## config.mk

```make
export PLATFORM = sky130hd
export DESIGN_NAME = imu_offset_auto_calibration_top
export DESIGN_NICKNAME = d
export VERILOG_FILES = /design/src/hdl/imuoc_pkg.sv /design/src/hdl/imuoc_div.sv /design/src/hdl/imu_offset_auto_calibration_top.sv
export SDC_FILE = /design/constraint.sdc
export NUM_CORES = 2
export LEC_CHECK = 0
export BUFFER_PORTS_ARGS = -buffer_cell sky130_fd_sc_hd__buf_2
export CAP_MARGIN = 20
export CELL_PAD_IN_SITES_DETAIL_PLACEMENT = 0
export CELL_PAD_IN_SITES_GLOBAL_PLACEMENT = 1
export CORE_ASPECT_RATIO = 1.1
export CORE_MARGIN = 10
export CORE_UTILIZATION = 40
export CTS_BUF_LIST = sky130_fd_sc_hd__clkbuf_4
export CTS_CLUSTER_SIZE = 20
export DETAILED_ROUTE_END_ITERATION = 10
export GPL_TIMING_DRIVEN = 0
export PLACE_DENSITY = 0.71
export SLEW_MARGIN = 25
export SYNTH_ARGS = -nofsm -noshare
export SYNTH_HDL_FRONTEND = slang
export SYNTH_SLANG_ARGS = --single-unit
```

## constraint.sdc

```tcl
create_clock -name i_clk -period 32.7 [get_ports i_clk]
set_input_delay 1.635 -clock i_clk [delete_from_list [all_inputs] [get_ports i_clk]]
set_output_delay 1.635 -clock i_clk [all_outputs]
set_load 0.1 [all_outputs]
```

## src/hdl/imuoc_pkg.sv

```systemverilog
// Shared types, constants and helpers for the IMU offset calibration block.
`timescale 1ns / 1ps
package imuoc_pkg;

    localparam int SUM_WIDTH  = 34;
    localparam int MAG_W      = SUM_WIDTH + 1;
    localparam int CALC_W     = MAG_W + 1;
    localparam int CNT_W      = 17;
    localparam int NAXES      = 6;
    localparam int DIVISOR_W  = 16;

    localparam logic [2:0] CFG_WINDOW_LENGTH  = 3'd0;
    localparam logic [2:0] CFG_DISCARD_COUNT  = 3'd1;
    localparam logic [2:0] CFG_ACCEL_DEADZONE = 3'd2;
    localparam logic [2:0] CFG_GYRO_DEADZONE  = 3'd3;
    localparam logic [2:0] CFG_GRAVITY_COUNTS = 3'd4;

    localparam logic [2:0] AXIS_ACCEL_Z = 3'd2;
    localparam logic [2:0] AXIS_GYRO_X  = 3'd3;
    localparam logic [2:0] AXIS_LAST    = 3'd5;
    localparam logic [5:0] ALL_WITHIN   = 6'h3F;

    typedef enum logic [1:0] {
        PH_IDLE,
        PH_FIRST,
        PH_REFINE,
        PH_DONE
    } t_phase;

    typedef enum logic [2:0] {
        ST_ACC,
        ST_DIV1,
        ST_WAIT1,
        ST_CALC,
        ST_WAIT2,
        ST_OUT
    } t_state;

    typedef struct packed {
        logic               action;
        logic signed [15:0] accel_x;
        logic signed [15:0] accel_y;
        logic signed [15:0] accel_z;
        logic signed [15:0] gyro_x;
        logic signed [15:0] gyro_y;
        logic signed [15:0] gyro_z;
    } t_in_item;

    typedef struct packed {
        logic signed [15:0] offset_accel_x;
        logic signed [15:0] offset_accel_y;
        logic signed [15:0] offset_accel_z;
        logic signed [15:0] offset_gyro_x;
        logic signed [15:0] offset_gyro_y;
        logic signed [15:0] offset_gyro_z;
        logic [5:0]         axes_within;
        logic               calibration_done;
    } t_out_item;

    typedef struct packed {
        logic                 start;
        logic [MAG_W-1:0]     dividend;
        logic [DIVISOR_W-1:0] divisor;
    } t_div_req;

    typedef struct packed {
        logic             done;
        logic [MAG_W-1:0] quotient;
    } t_div_rsp;

    // Clamp a wide signed value to 16 bits.
    function automatic logic signed [15:0] sat16(logic signed [CALC_W-1:0] v);
        if (v > $signed(CALC_W'(32767))) begin
            return 16'sh7FFF;
        end else if (v < -$signed(CALC_W'(32768))) begin
            return 16'sh8000;
        end
        return v[15:0];
    endfunction

endpackage

```

## src/hdl/imuoc_div.sv

```systemverilog
// Bit-serial restoring divider for unsigned magnitudes, one quotient bit per cycle.
`timescale 1ns / 1ps
module imuoc_div
    import imuoc_pkg::*;
(
    input  logic     i_clk,
    input  logic     i_rst_n,
    input  t_div_req i_req,
    output t_div_rsp o_rsp
);

    localparam int CW = $clog2(MAG_W);

    logic                 r_busy;
    logic                 r_done;
    logic [CW-1:0]        r_cnt;
    logic [MAG_W-1:0]     r_quo;
    logic [DIVISOR_W-1:0] r_rem;
    logic [DIVISOR_W-1:0] r_div;
    logic [DIVISOR_W:0]   n_shift;
    logic                 n_ge;
    logic [DIVISOR_W:0]   n_rem;

    // Shift in the next dividend bit and try a subtract
    always_comb begin
        n_shift = {r_rem, r_quo[MAG_W-1]};
        n_ge    = n_shift >= {1'b0, r_div};
        n_rem   = n_ge ? (n_shift - {1'b0, r_div}) : n_shift;
    end

    always_ff @(posedge i_clk) begin
        if (!i_rst_n) begin
            r_busy <= 1'b0;
            r_done <= 1'b0;
            r_cnt  <= '0;
        end else begin
            r_done <= 1'b0;
            if (i_req.start && !r_busy) begin
                r_busy <= 1'b1;
                r_cnt  <= '0;
                r_quo  <= i_req.dividend;
                r_rem  <= '0;
                r_div  <= i_req.divisor;
            end else if (r_busy) begin
                r_quo <= {r_quo[MAG_W-2:0], n_ge};
                r_rem <= n_rem[DIVISOR_W-1:0];
                r_cnt <= r_cnt + CW'(1);
                if (r_cnt == CW'(MAG_W - 1)) begin
                    r_busy <= 1'b0;
                    r_done <= 1'b1;
                end
            end
        end
    end

    assign o_rsp.done     = r_done;
    assign o_rsp.quotient = r_quo;

endmodule

```

## src/hdl/imu_offset_auto_calibration_top.sv

```systemverilog
// Top level: window accumulation, offset sequencer and result register.
// Samples are taken one per cycle while a window fills. At the end of a window the
// sequencer walks the six axes through one shared bit-serial divider: the mean takes
// one division, and in a refining window each axis outside its deadzone takes a
// second. A window end holds the input until every axis is done and the result has
// been loaded into the output register.
// Results leave through an output register; a new window end waits only if that
// register still holds an untaken result.
`timescale 1ns / 1ps
module imu_offset_auto_calibration_top
    import imuoc_pkg::*;
(
    input  logic      i_clk,
    input  logic      i_rst_n,
    input  logic      i_in_valid,
    output logic      o_in_stall,
    input  t_in_item  i_in_item,
    output logic      o_out_valid,
    input  logic      i_out_stall,
    output t_out_item o_out_item,
    input  logic      i_cfg_valid,
    output logic      o_cfg_ready,
    input  logic [2:0]  i_cfg_index,
    input  logic [15:0] i_cfg_data
);

    // Configuration registers
    logic [15:0] r_wlen;
    logic [9:0]  r_discard;
    logic [7:0]  r_adz;
    logic [7:0]  r_gdz;
    logic [14:0] r_grav;

    t_state r_state, n_state;
    t_phase r_phase;

    logic signed [SUM_WIDTH-1:0] r_sum [NAXES];
    logic signed [15:0]          r_off [NAXES];
    logic [CNT_W-1:0]            r_cnt;
    logic [2:0]                  r_axis;
    logic [5:0]                  r_within;
    logic signed [MAG_W-1:0]     r_mean;
    logic                        r_eneg;
    logic                        r_out_valid;
    t_out_item                   r_out_item;

    t_div_req div_req;
    t_div_rsp div_rsp;

    logic                        in_acc;
    logic [CNT_W-1:0]            len;
    logic [CNT_W-1:0]            last;
    logic signed [15:0]          smp [NAXES];
    logic signed [SUM_WIDTH-1:0] cur_sum;
    logic [SUM_WIDTH-1:0]        sum_mag;
    logic signed [MAG_W-1:0]     grav_ext;
    logic signed [MAG_W-1:0]     e_val;
    logic                        e_neg;
    logic [MAG_W-1:0]            e_mag;
    logic                        is_accel;
    logic [7:0]                  dz;
    logic                        ax_within;
    logic [DIVISOR_W-1:0]        div2;
    logic [MAG_W-1:0]            first_sh;
    logic signed [CALC_W-1:0]    first_val;
    logic signed [CALC_W-1:0]    q2s;
    logic signed [CALC_W-1:0]    refine_val;
    logic                        out_free;

    imuoc_div u_div (
        .i_clk   (i_clk),
        .i_rst_n (i_rst_n),
        .i_req   (div_req),
        .o_rsp   (div_rsp)
    );

    assign in_acc      = i_in_valid && !o_in_stall;
    assign o_in_stall  = (r_state != ST_ACC);
    assign o_cfg_ready = 1'b1;
    assign o_out_valid = r_out_valid;
    assign o_out_item  = r_out_item;
    assign out_free    = !r_out_valid || !i_out_stall;

    // Window bounds
    always_comb begin
        len  = (r_wlen == 16'd0) ? CNT_W'(1) : CNT_W'(r_wlen);
        last = CNT_W'(r_discard) + len - CNT_W'(1);
    end

    assign smp[0] = i_in_item.accel_x;
    assign smp[1] = i_in_item.accel_y;
    assign smp[2] = i_in_item.accel_z;
    assign smp[3] = i_in_item.gyro_x;
    assign smp[4] = i_in_item.gyro_y;
    assign smp[5] = i_in_item.gyro_z;

    // Per-axis arithmetic for the axis under work
    always_comb begin
        cur_sum   = r_sum[r_axis];
        sum_mag   = cur_sum[SUM_WIDTH-1] ? SUM_WIDTH'(-cur_sum) : SUM_WIDTH'(cur_sum);
        grav_ext  = $signed({{(MAG_W-15){1'b0}}, r_grav});
        e_val     = (r_axis == AXIS_ACCEL_Z) ? (r_mean - grav_ext) : r_mean;
        e_neg     = e_val[MAG_W-1];
        e_mag     = e_neg ? MAG_W'(-e_val) : MAG_W'(e_val);
        is_accel  = (r_axis < AXIS_GYRO_X);
        dz        = is_accel ? r_adz : r_gdz;
        ax_within = (e_mag <= MAG_W'(dz));
        if (is_accel) begin
            div2 = (r_adz == 8'd0) ? DIVISOR_W'(1) : DIVISOR_W'(r_adz);
        end else begin
            div2 = DIVISOR_W'(r_gdz) + DIVISOR_W'(1);
        end
        first_sh   = is_accel ? (e_mag >> 3) : (e_mag >> 2);
        first_val  = e_neg ? $signed({1'b0, first_sh}) : -$signed({1'b0, first_sh});
        q2s        = r_eneg ? -$signed({1'b0, div_rsp.quotient})
                            : $signed({1'b0, div_rsp.quotient});
        refine_val = CALC_W'(r_off[r_axis]) - q2s;
    end

    // Next state and divider requests
    always_comb begin
        n_state          = r_state;
        div_req.start    = 1'b0;
        div_req.dividend = {1'b0, sum_mag};
        div_req.divisor  = r_wlen == 16'd0 ? DIVISOR_W'(1) : r_wlen;
        case (r_state)
            ST_ACC: begin
                if (in_acc && !i_in_item.action &&
                    (r_phase == PH_FIRST || r_phase == PH_REFINE) && !(r_cnt < last)) begin
                    n_state = ST_DIV1;
                end
            end
            ST_DIV1: begin
                div_req.start = 1'b1;
                n_state       = ST_WAIT1;
            end
            ST_WAIT1: begin
                if (div_rsp.done) begin
                    n_state = ST_CALC;
                end
            end
            ST_CALC: begin
                if (r_phase == PH_REFINE && !ax_within) begin
                    div_req.start    = 1'b1;
                    div_req.dividend = e_mag;
                    div_req.divisor  = div2;
                    n_state          = ST_WAIT2;
                end else begin
                    n_state = (r_axis == AXIS_LAST) ? ST_OUT : ST_DIV1;
                end
            end
            ST_WAIT2: begin
                if (div_rsp.done) begin
                    n_state = (r_axis == AXIS_LAST) ? ST_OUT : ST_DIV1;
                end
            end
            ST_OUT: begin
                if (out_free) begin
                    n_state = ST_ACC;
                end
            end
            default: n_state = ST_ACC;
        endcase
    end

    always_ff @(posedge i_clk) begin
        if (!i_rst_n) begin
            r_state <= ST_ACC;
        end else begin
            r_state <= n_state;
        end
    end

    // Configuration writes
    always_ff @(posedge i_clk) begin
        if (!i_rst_n) begin
            r_wlen    <= 16'd1000;
            r_discard <= 10'd101;
            r_adz     <= 8'd8;
            r_gdz     <= 8'd1;
            r_grav    <= 15'd16384;
        end else if (i_cfg_valid && o_cfg_ready) begin
            case (i_cfg_index)
                CFG_WINDOW_LENGTH:  r_wlen    <= i_cfg_data;
                CFG_DISCARD_COUNT:  r_discard <= i_cfg_data[9:0];
                CFG_ACCEL_DEADZONE: r_adz     <= i_cfg_data[7:0];
                CFG_GYRO_DEADZONE:  r_gdz     <= i_cfg_data[7:0];
                CFG_GRAVITY_COUNTS: r_grav    <= i_cfg_data[14:0];
                default: ;
            endcase
        end
    end

    // Accumulate, sequence the axes and load results
    always_ff @(posedge i_clk) begin
        if (!i_rst_n) begin
            r_phase     <= PH_IDLE;
            r_cnt       <= '0;
            r_axis      <= '0;
            r_within    <= '0;
            r_out_valid <= 1'b0;
            for (int i = 0; i < NAXES; i++) begin
                r_sum[i] <= '0;
                r_off[i] <= '0;
            end
        end else begin
            // Load a new result, or drop the one just taken
            if (r_state == ST_OUT && out_free) begin
                r_out_valid <= 1'b1;
            end else if (r_out_valid && !i_out_stall) begin
                r_out_valid <= 1'b0;
            end
            case (r_state)
                ST_ACC: begin
                    if (in_acc) begin
                        if (i_in_item.action) begin
                            // start: zero everything and open the first window
                            r_cnt   <= '0;
                            r_phase <= PH_FIRST;
                            for (int i = 0; i < NAXES; i++) begin
                                r_sum[i] <= '0;
                                r_off[i] <= '0;
                            end
                        end else if (r_phase == PH_FIRST || r_phase == PH_REFINE) begin
                            if (r_cnt >= CNT_W'(r_discard) && r_cnt <= last) begin
                                for (int i = 0; i < NAXES; i++) begin
                                    r_sum[i] <= r_sum[i] + SUM_WIDTH'(smp[i]);
                                end
                            end
                            if (r_cnt < last) begin
                                r_cnt <= r_cnt + CNT_W'(1);
                            end else begin
                                r_axis   <= '0;
                                r_within <= '0;
                            end
                        end
                    end
                end
                ST_WAIT1: begin
                    if (div_rsp.done) begin
                        r_mean <= cur_sum[SUM_WIDTH-1] ? -$signed(div_rsp.quotient)
                                                       : $signed(div_rsp.quotient);
                    end
                end
                ST_CALC: begin
                    r_eneg <= e_neg;
                    if (r_phase == PH_FIRST) begin
                        r_off[r_axis] <= sat16(first_val);
                    end else if (ax_within) begin
                        r_within[r_axis] <= 1'b1;
                    end
                    if (r_phase == PH_FIRST || ax_within) begin
                        r_axis <= r_axis + 3'd1;
                    end
                end
                ST_WAIT2: begin
                    if (div_rsp.done) begin
                        r_off[r_axis] <= sat16(refine_val);
                        r_axis        <= r_axis + 3'd1;
                    end
                end
                ST_OUT: begin
                    if (out_free) begin
                        r_out_item.offset_accel_x   <= r_off[0];
                        r_out_item.offset_accel_y   <= r_off[1];
                        r_out_item.offset_accel_z   <= r_off[2];
                        r_out_item.offset_gyro_x    <= r_off[3];
                        r_out_item.offset_gyro_y    <= r_off[4];
                        r_out_item.offset_gyro_z    <= r_off[5];
                        r_out_item.axes_within      <= r_within;
                        r_out_item.calibration_done <= (r_within == ALL_WITHIN);
                        if (r_phase == PH_FIRST) begin
                            r_phase <= PH_REFINE;
                        end else if (r_within == ALL_WITHIN) begin
                            r_phase <= PH_DONE;
                        end
                        r_cnt <= '0;
                        for (int i = 0; i < NAXES; i++) begin
                            r_sum[i] <= '0;
                        end
                    end
                end
                default: ;
            endcase
        end
    end

endmodule

```

# --- Word-level counts from Yosys, hierarchy flattened ---
# Memories as Yosys holds them, arrays and structs flattened. A register that Yosys moved wholly into a read port is not among the register bits.
# Cells that the tools add are included.
word_totals:
  regBits: 207
  ram_bits: 300
  input_bits: 121
  output_inout_bits: 106
  mem_count: 2
mem_list:
  columns: ["name", "words", "width", "rd", "rd_clocked_by_memory_dff", "write_ports", "line", "rtl"]
  rows:
  - ["r_sum", 6, 34, 7, 1, 6, "imu_offset_auto_calibration_top.sv:37", "logic signed [SUM_WIDTH-1:0] r_sum [NAXES];"]
  - ["r_off", 6, 16, 7, 7, 6, "imu_offset_auto_calibration_top.sv:38", "logic signed [15:0] r_off [NAXES];"]
op_classes:
  n_addsub: 20
  order_cmp: 12
  n_eq_ne: 30
  muxes: 139
  bitwise: 28
  n_reduce_logical: 48
op_table:
  columns: ["operator", "count"]
  rows:
  - ["two-way mux 34 bit", 19]
  - ["two-way mux 16 bit", 24]
  - ["adder 34 x 16 -> 34 bit", 6]
  - ["two-way mux 35 bit", 5]
  - ["two-way mux 17 bit", 5]
  - ["greater-than comparator 36 x 16 -> 1 bit (second input constant)", 2]
  - ["< comparator 36 x 16 -> 1 bit (second input constant)", 2]
  - ["two-way mux 36 bit", 2]
  - ["negator 35 bit", 2]
  - ["two-way mux 52 bit", 1]
  - ["two-way mux 3 bit", 17]
  - ["two-way mux 51 bit", 1]
  - ["two-way mux 1 bit", 43]
  - ["two-way mux 6 bit", 6]
  - ["negator 33 -> 36 bit", 1]
  - ["negator 35 -> 36 bit", 1]
  - ["subtractor 16 x 36 -> 36 bit", 1]
  - ["less-or-equal comparator 35 x 8 -> 1 bit", 1]
  - ["subtractor 35 x 16 -> 35 bit", 1]
  - ["negator 34 bit", 1]
  - ["one-hot mux 17 bit (2 select lines)", 1]
  - ["two-way mux 33 bit", 1]
  - ["OR 1 bit", 25]
  - ["inequality test 2 bit (second input constant)", 10]
  - ["other kinds (50)", 99]

# --- Logic depth before layout (Yosys ltp) ---
logic_depth:
  depth_word: 19
  mapped_depth: 37
  mapped_depth_nobuf: 37

# --- By module ---
# Synthesis repeated with hierarchy kept, for this count alone.
hier_totals:
  hier_cells: 4779
  hier_area_um2: 46027.9
by_module_without_submodules:
  columns: ["mod", "instances", "cells_per_inst", "area_each_um2"]
  rows:
  - ["imu_offset_auto_calibration_top", 1, 4395, 42119.1]
  - ["imuoc_div", 1, 384, 3908.7]

# --- Worst setup path after synthesis ---
# OpenSTA, ideal clock, no wires.
synth_path:
  path_type: "register to register"
  start: "register r_wlen[12]"
  end: "memory r_sum[0][0], enable pin"
  arrival_ns: 8.975
  slack_ns: 21.915
  path_stages_with_launch: 33
  path_buffers: 1
  period_less_slack_ns: 10.785
  cell_sequence: "dfxtp_1 > inv_1 > ha_1 > nor4b_1 > and4_1 > nand4_1 > clkinv_1 > nor2_1 > ha_1 > inv_1 > ha_1 > fa_1 > a21oi_1 > nor2_1 > nor2_1 > o21bai_1 > a21oi_1 > o21bai_1 > a21oi_1 > o21bai_1 > a21oi_1 > o21bai_1 > a21oi_1 > o21bai_1 > a21oi_1 > xnor2_1 > ha_1 > nand4_1 > nor2_1 > a211oi_1 > o2111ai_1 > clkbuf_1 > nand3_1"
synth_rtl:
  columns: ["element", "line", "rtl"]
  rows:
  - ["start, declared", "imu_offset_auto_calibration_top.sv:28", "logic [15:0] r_wlen;"]
  - ["start signal, assigned", "imu_offset_auto_calibration_top.sv:184", "CFG_WINDOW_LENGTH: r_wlen <= i_cfg_data;"]
  - ["end, declared", "imu_offset_auto_calibration_top.sv:37", null]

# --- Worst setup path after layout ---
layout_path:
  start: "register r_axis[0]"
  end: "register u_div.r_div[1], enable pin"
layout_via:
  elab_chain_len: 11
  word_cells_on_any_way: 13
  classes_between: "add/sub: 1; order compare: 2; eq/ne: 1; mux: 5; reduce/logical: 4"
layout_rtl:
  columns: ["element", "line", "rtl"]
  rows:
  - ["start, declared", "imu_offset_auto_calibration_top.sv:40", "logic [2:0] r_axis;"]
  - ["start signal, assigned", "imu_offset_auto_calibration_top.sv:253", "r_axis <= r_axis + 3'd1;"]
  - ["start signal, assigned", "imu_offset_auto_calibration_top.sv:259", "r_axis <= r_axis + 3'd1;"]
  - ["== test 3 x 2 -> 1 bit (*)", "imu_offset_auto_calibration_top.sv:102", "e_val = (r_axis == AXIS_ACCEL_Z) ? (r_mean - grav_ext) : r_mean;"]
  - ["two-way mux 35 bit (*)", "imu_offset_auto_calibration_top.sv:102", null]
  - ["named net e_val[34]", "imu_offset_auto_calibration_top.sv:57", "logic signed [MAG_W-1:0] e_val;"]
  - ["negator 35 bit", "imu_offset_auto_calibration_top.sv:104", "e_mag = e_neg ? MAG_W'(-e_val) : MAG_W'(e_val);"]
  - ["two-way mux 35 bit (*)", "imu_offset_auto_calibration_top.sv:104", null]
  - ["less-or-equal comparator 35 x 8 -> 1 bit (*)", "imu_offset_auto_calibration_top.sv:107", "ax_within = (e_mag <= MAG_W'(dz));"]
  - ["zero test 1 bit (*)", "imu_offset_auto_calibration_top.sv:143", "if (r_phase == PH_REFINE && !ax_within) begin"]
  - ["logical AND 1 bit (*)", "imu_offset_auto_calibration_top.sv:143", null]
  - ["two-way mux 52 bit (*)", "imu_offset_auto_calibration_top.sv:143", null]
  - ["one-hot mux 1 bit (2 select lines) (*)", "imu_offset_auto_calibration_top.sv:126", "case (r_state)"]
  - ["logical AND 1 bit (*)", "imuoc_div.sv:38", "if (i_req.start && !r_busy) begin"]
  - ["AND reduction 2 bit (no line) (*)", null, null]
  - ["end signal, assigned", "imuoc_div.sv:43", "r_div <= i_req.divisor;"]
  - ["end, declared", "imuoc_div.sv:19", "logic [DIVISOR_W-1:0] r_div;"]
# Mark *: on every way through the listed nets, which the timed path passes. The rest lies on a longest branch.
# A chain may end at the register's enable or synchronous reset.

==> flow_summary_export.csv <==
group,metric,value,unit
power_and_ir_drop,p_sw_frac,0.2751,
power_and_ir_drop,p_sw,527.0,uW
sta,rsz0062_at_grt,"false",
synthesis,syn_area,45710,um^2
routing,ant_nets,0,
hold_path,hold_path_class,"flop to flop",
power_and_ir_drop,peakVddDrop,0.03015,mV
worst_setup_path,critPathTopFamily,"simple AND/OR/NAND/NOR gates",
routing,routed_wl,146.1,mm
worst_setup_path,reg2reg_to,"u_div.r_div[1]",
power_and_ir_drop,fin_total_pwr,1.916,mW
routing,dr.pass1.iters,6,
synthesis,synth_ff_type,"edfxtp_1",
floorplanning,die_w,342.3,um
synthesis,synth_edf_count,538,
routing,drt-vias-per-instance,5.612,
cells_and_area,layout.nets,5718,
sta,worst_pin_slew,1.104,ns
worst_setup_path,slowest_stage,"or4_1",
synthesis,ys_warn_count,0,
placed_design,routabilityCongestion,0.9324,
power_and_ir_drop,clkPwrFrac,0.390,
synthesis,yosysUniqueCellTypes,92,
routing,wl_per_cell,21.16,um
grt,grt.overflow.total,0,
synthesis,syn_avg_cell_area,9.466,um^2
synthesis,synth.top_cells.by_area,"edfxtp_1 (35%), ha_1 (9.3%), dfxtp_1 (4.4%)",
worst_setup_path,reg2reg_setup_slack,19.50,ns
power_and_ir_drop,powerDensity,37.31,nW/um^2
clock_network,cts-root-buf,"clkbuf_4",
worst_setup_path,reg2reg_from,"r_axis[0]",
synthesis,synth_top_area_cell,"edfxtp_1",
cells_and_area,num-fill-cells,11260,
worst_setup_path,startpoint,"r_axis[0]",
sta,relSlewSlack,0.2608,
worst_setup_path,cpPeakStageDelay,0.69,ns
floorplanning,start_util,0.4015,
status,status,"complete, no violations",
power_and_ir_drop,intPower,1.389,mW
synthesis,yosysTopAreaCellShare,0.3534,
worst_setup_path,critical_path.endpoint_type,"flop",
synthesis,synth_seq_cells,638,
clock_network,post_cts_buffers,0,
clock_network,clk_latency,1.10,ns
placed_design,placed_cells,6588,
floorplanning,rows,130,
worst_setup_path,endpoint,"u_div.r_div[1]",
cells_and_area,multi_input_area,26110,um^2
sta,setup_viol,0,
clock_network,hold_buffers,0,
sta,hold_viol_final,0,
floorplanning,dieArea,128200,um^2
worst_setup_path,required,33.42,ns
grt,grtUsageTotal,0.2208,
cells_and_area,regArea,18160,um^2
floorplanning,io-pin-count,227,
cells_and_area,area_growth,12.34,%
sta,whs,0.4131,ns
sta,setup_tns,0,ns
synthesis,async_flop_share,0,
routing,drt_first_iter_violations,2667,
grt,grt_max_degree,86,
worst_setup_path,reg2reg_depth,34,
synthesis,ys_seq_area_frac,0.3972,
power_and_ir_drop,combPwrFrac,0.133,
sta,slew_violations,0,
worst_setup_path,arrival,13.92,ns
synthesis,synthesis.nets,5300,
worst_setup_path,crit_top_cell,"o21a_1",
floorplanning,die_y,374.5,um
clock_network,clk_pin_slew_worst_paths,0.07,ns
cells_and_area,fin_util,0.4510,
sta,timing.fmax,75.74,MHz
power_and_ir_drop,pwr-share-seq,0.477,
worst_setup_path,cp-start-kind,"flop",
placed_design,hpwlAfterDp,115.6,mm
routing,num_vias,38750,
cells_and_area,drive_above_1_share,0.1336,
clock_network,htreeDepth,4,
clock_network,clock_path_buffers,3,
sta,period_minus_slack,13.20,ns
grt,antenna_found_initial,7,
power_and_ir_drop,p_leak,19.88,nW
worst_setup_path,critPathBufInv,10,
grt,grt_pass1_vias,38020,
clock_network,cts_buffers,174,
sta,min_period_over_period,0.4038,
sta,finClkSkew,0.07752,ns
routing,drc,0,
synthesis,netlist_instances,4829,
clock_network,cts_resized,0,
grt,grt_pass1_wl,221.8,mm
cells_and_area,instances_no_fill,6905,
worst_setup_path,critPathMaxFanout,16,
floorplanning,core_area,113900,um^2
clock_network,cts_tree,"built",
worst_setup_path,worst-path-stages,34,
placed_design,port_buffers,225,
clock_network,cts.sinks,638,
worst_setup_path,path_class,"flop to flop",
flow_run,max_cap_violations,0,
registers in the layout (all words and copies together), names as in the netlist, named ones only:
register / cells
r_axis: 3
r_grav: 15
r_within: 6
o_out_valid: 1
u_div.r_rem: 16
u_div.r_done: 1
r_phase: 2
o_out_item: 103
r_gdz: 8
r_adz: 8
r_wlen: 16
r_state: 3
u_div.r_busy: 1
r_cnt: 17
u_div.r_quo: 35
r_mean: 35
r_off: 128
u_div.r_div: 16
u_div.r_cnt: 6
r_sum: 204
r_eneg: 1
r_discard: 10
cells in the mapped netlist (all sizes together), types with 13 or more instances:
master  count
edfxtp    538
nor2      495
nand2     487
ha        340
a21oi     319
o21ai     273
xnor2     223
inv       209
nor3      186
xor2      177
clkbuf    143
a211oi    111
dfxtp     100
nand3      93
a21o       68
mux4       66
or3        64
nor2b      63
mux2i      62
nand2b     58
nand4      55
a31oi      53
and3       47
buf        42
o211ai     39
o21a       38
and2       36
mux2       33
nor4       32
o31ai      32
or2        31
o21bai     27
a21boi     26
nor3b      20
or4        18
o41ai      17
a31o       14
and4       14
nor4b      14
nand3b     13
stage by stage:
step	instance area, um^2	setup slack (ns)
2_1_floorplan	45710	21.92
3_3_place_gp	48740	15.75
3_5_place_dp	49060	19.74
4_1_cts	51330	19.71
5_1_grt	51340	19.31
6_report	51350	19.50
cell families after synthesis:
group / count (synthesis) / share of synthesized area
xor+xnor: 400 / 0.07664
buf+inv: 396 / 0.03328
other cells: 1 / 0.00008204
simple gates: 1743 / 0.1821
fa+ha+maj: 350 / 0.09745
mux: 161 / 0.05423
flops: 638 / 0.3972
compound gates: 1140 / 0.1590
power groups by stage:
stage	sequential [mW]	combinational (mW)	clock (mW)
6_report	0.914	0.255	0.747
5_1_grt	0.916	0.285	0.809
4_1_cts	0.914	0.255	0.767
3_5_place_dp	0.932	0.253	0
3_3_place_gp	0.936	0.250	0
2_1_floorplan	0.926	0.190	0
per-layer routing:
layer,track usage,share of wire
met2,0.3828,0.48
met5,0,0.000055
met1,0.2718,0.42
met4,0.08902,0.038
met3,0.03320,0.057
placed cells by master (no fill, tap or decap), drive strengths merged, types with 32 or more instances in the layout:
cell,count
dfxtp,100
nand2b,58
and3,47
o211ai,39
o21a,38
o31ai,32
inv,215
a31oi,53
nor4,32
nor2,495
a211oi,111
and2,36
nand3,93
ha,340
o21ai,273
clkbuf,400
a21oi,319
buf,282
nand4,55
mux2i,62
a21o,68
edfxtp,538
nor2b,63
mux2,33
or3,64
nor3,186
nand2,487
xnor2,223
xor2,177
mux4,66
clkinv,47
how the worst min path moves through the flow:
stage / start / cells after the start / slack (ns) / endpoint
after floorplan: r_off[2][0] / 0 / 0.42 / o_out_item[55]
after global placement: r_off[0][2] / 0 / 0.43 / o_out_item[89]
after detailed placement: r_off[3][14] / 0 / 0.43 / o_out_item[53]
after CTS: r_off[0][0] / 0 / 0.39 / o_out_item[87]
after global routing: r_off[0][0] / 0 / 0.44 / o_out_item[87]
final: r_off[0][0] / 0 / 0.41 / o_out_item[87]
cell type report:
class	count	area share
inverter	211	0.01552
tap	1518	0.03699
sequential	638	0.3536
antenna	5	0.0002437
multi-input combinational	3795	0.5084
timing repair buffer	242	0.02678
buffer	185	0.01438
clock buffer	255	0.03728
clock inverter	56	0.006798
(Power assumes the default switching activity.)
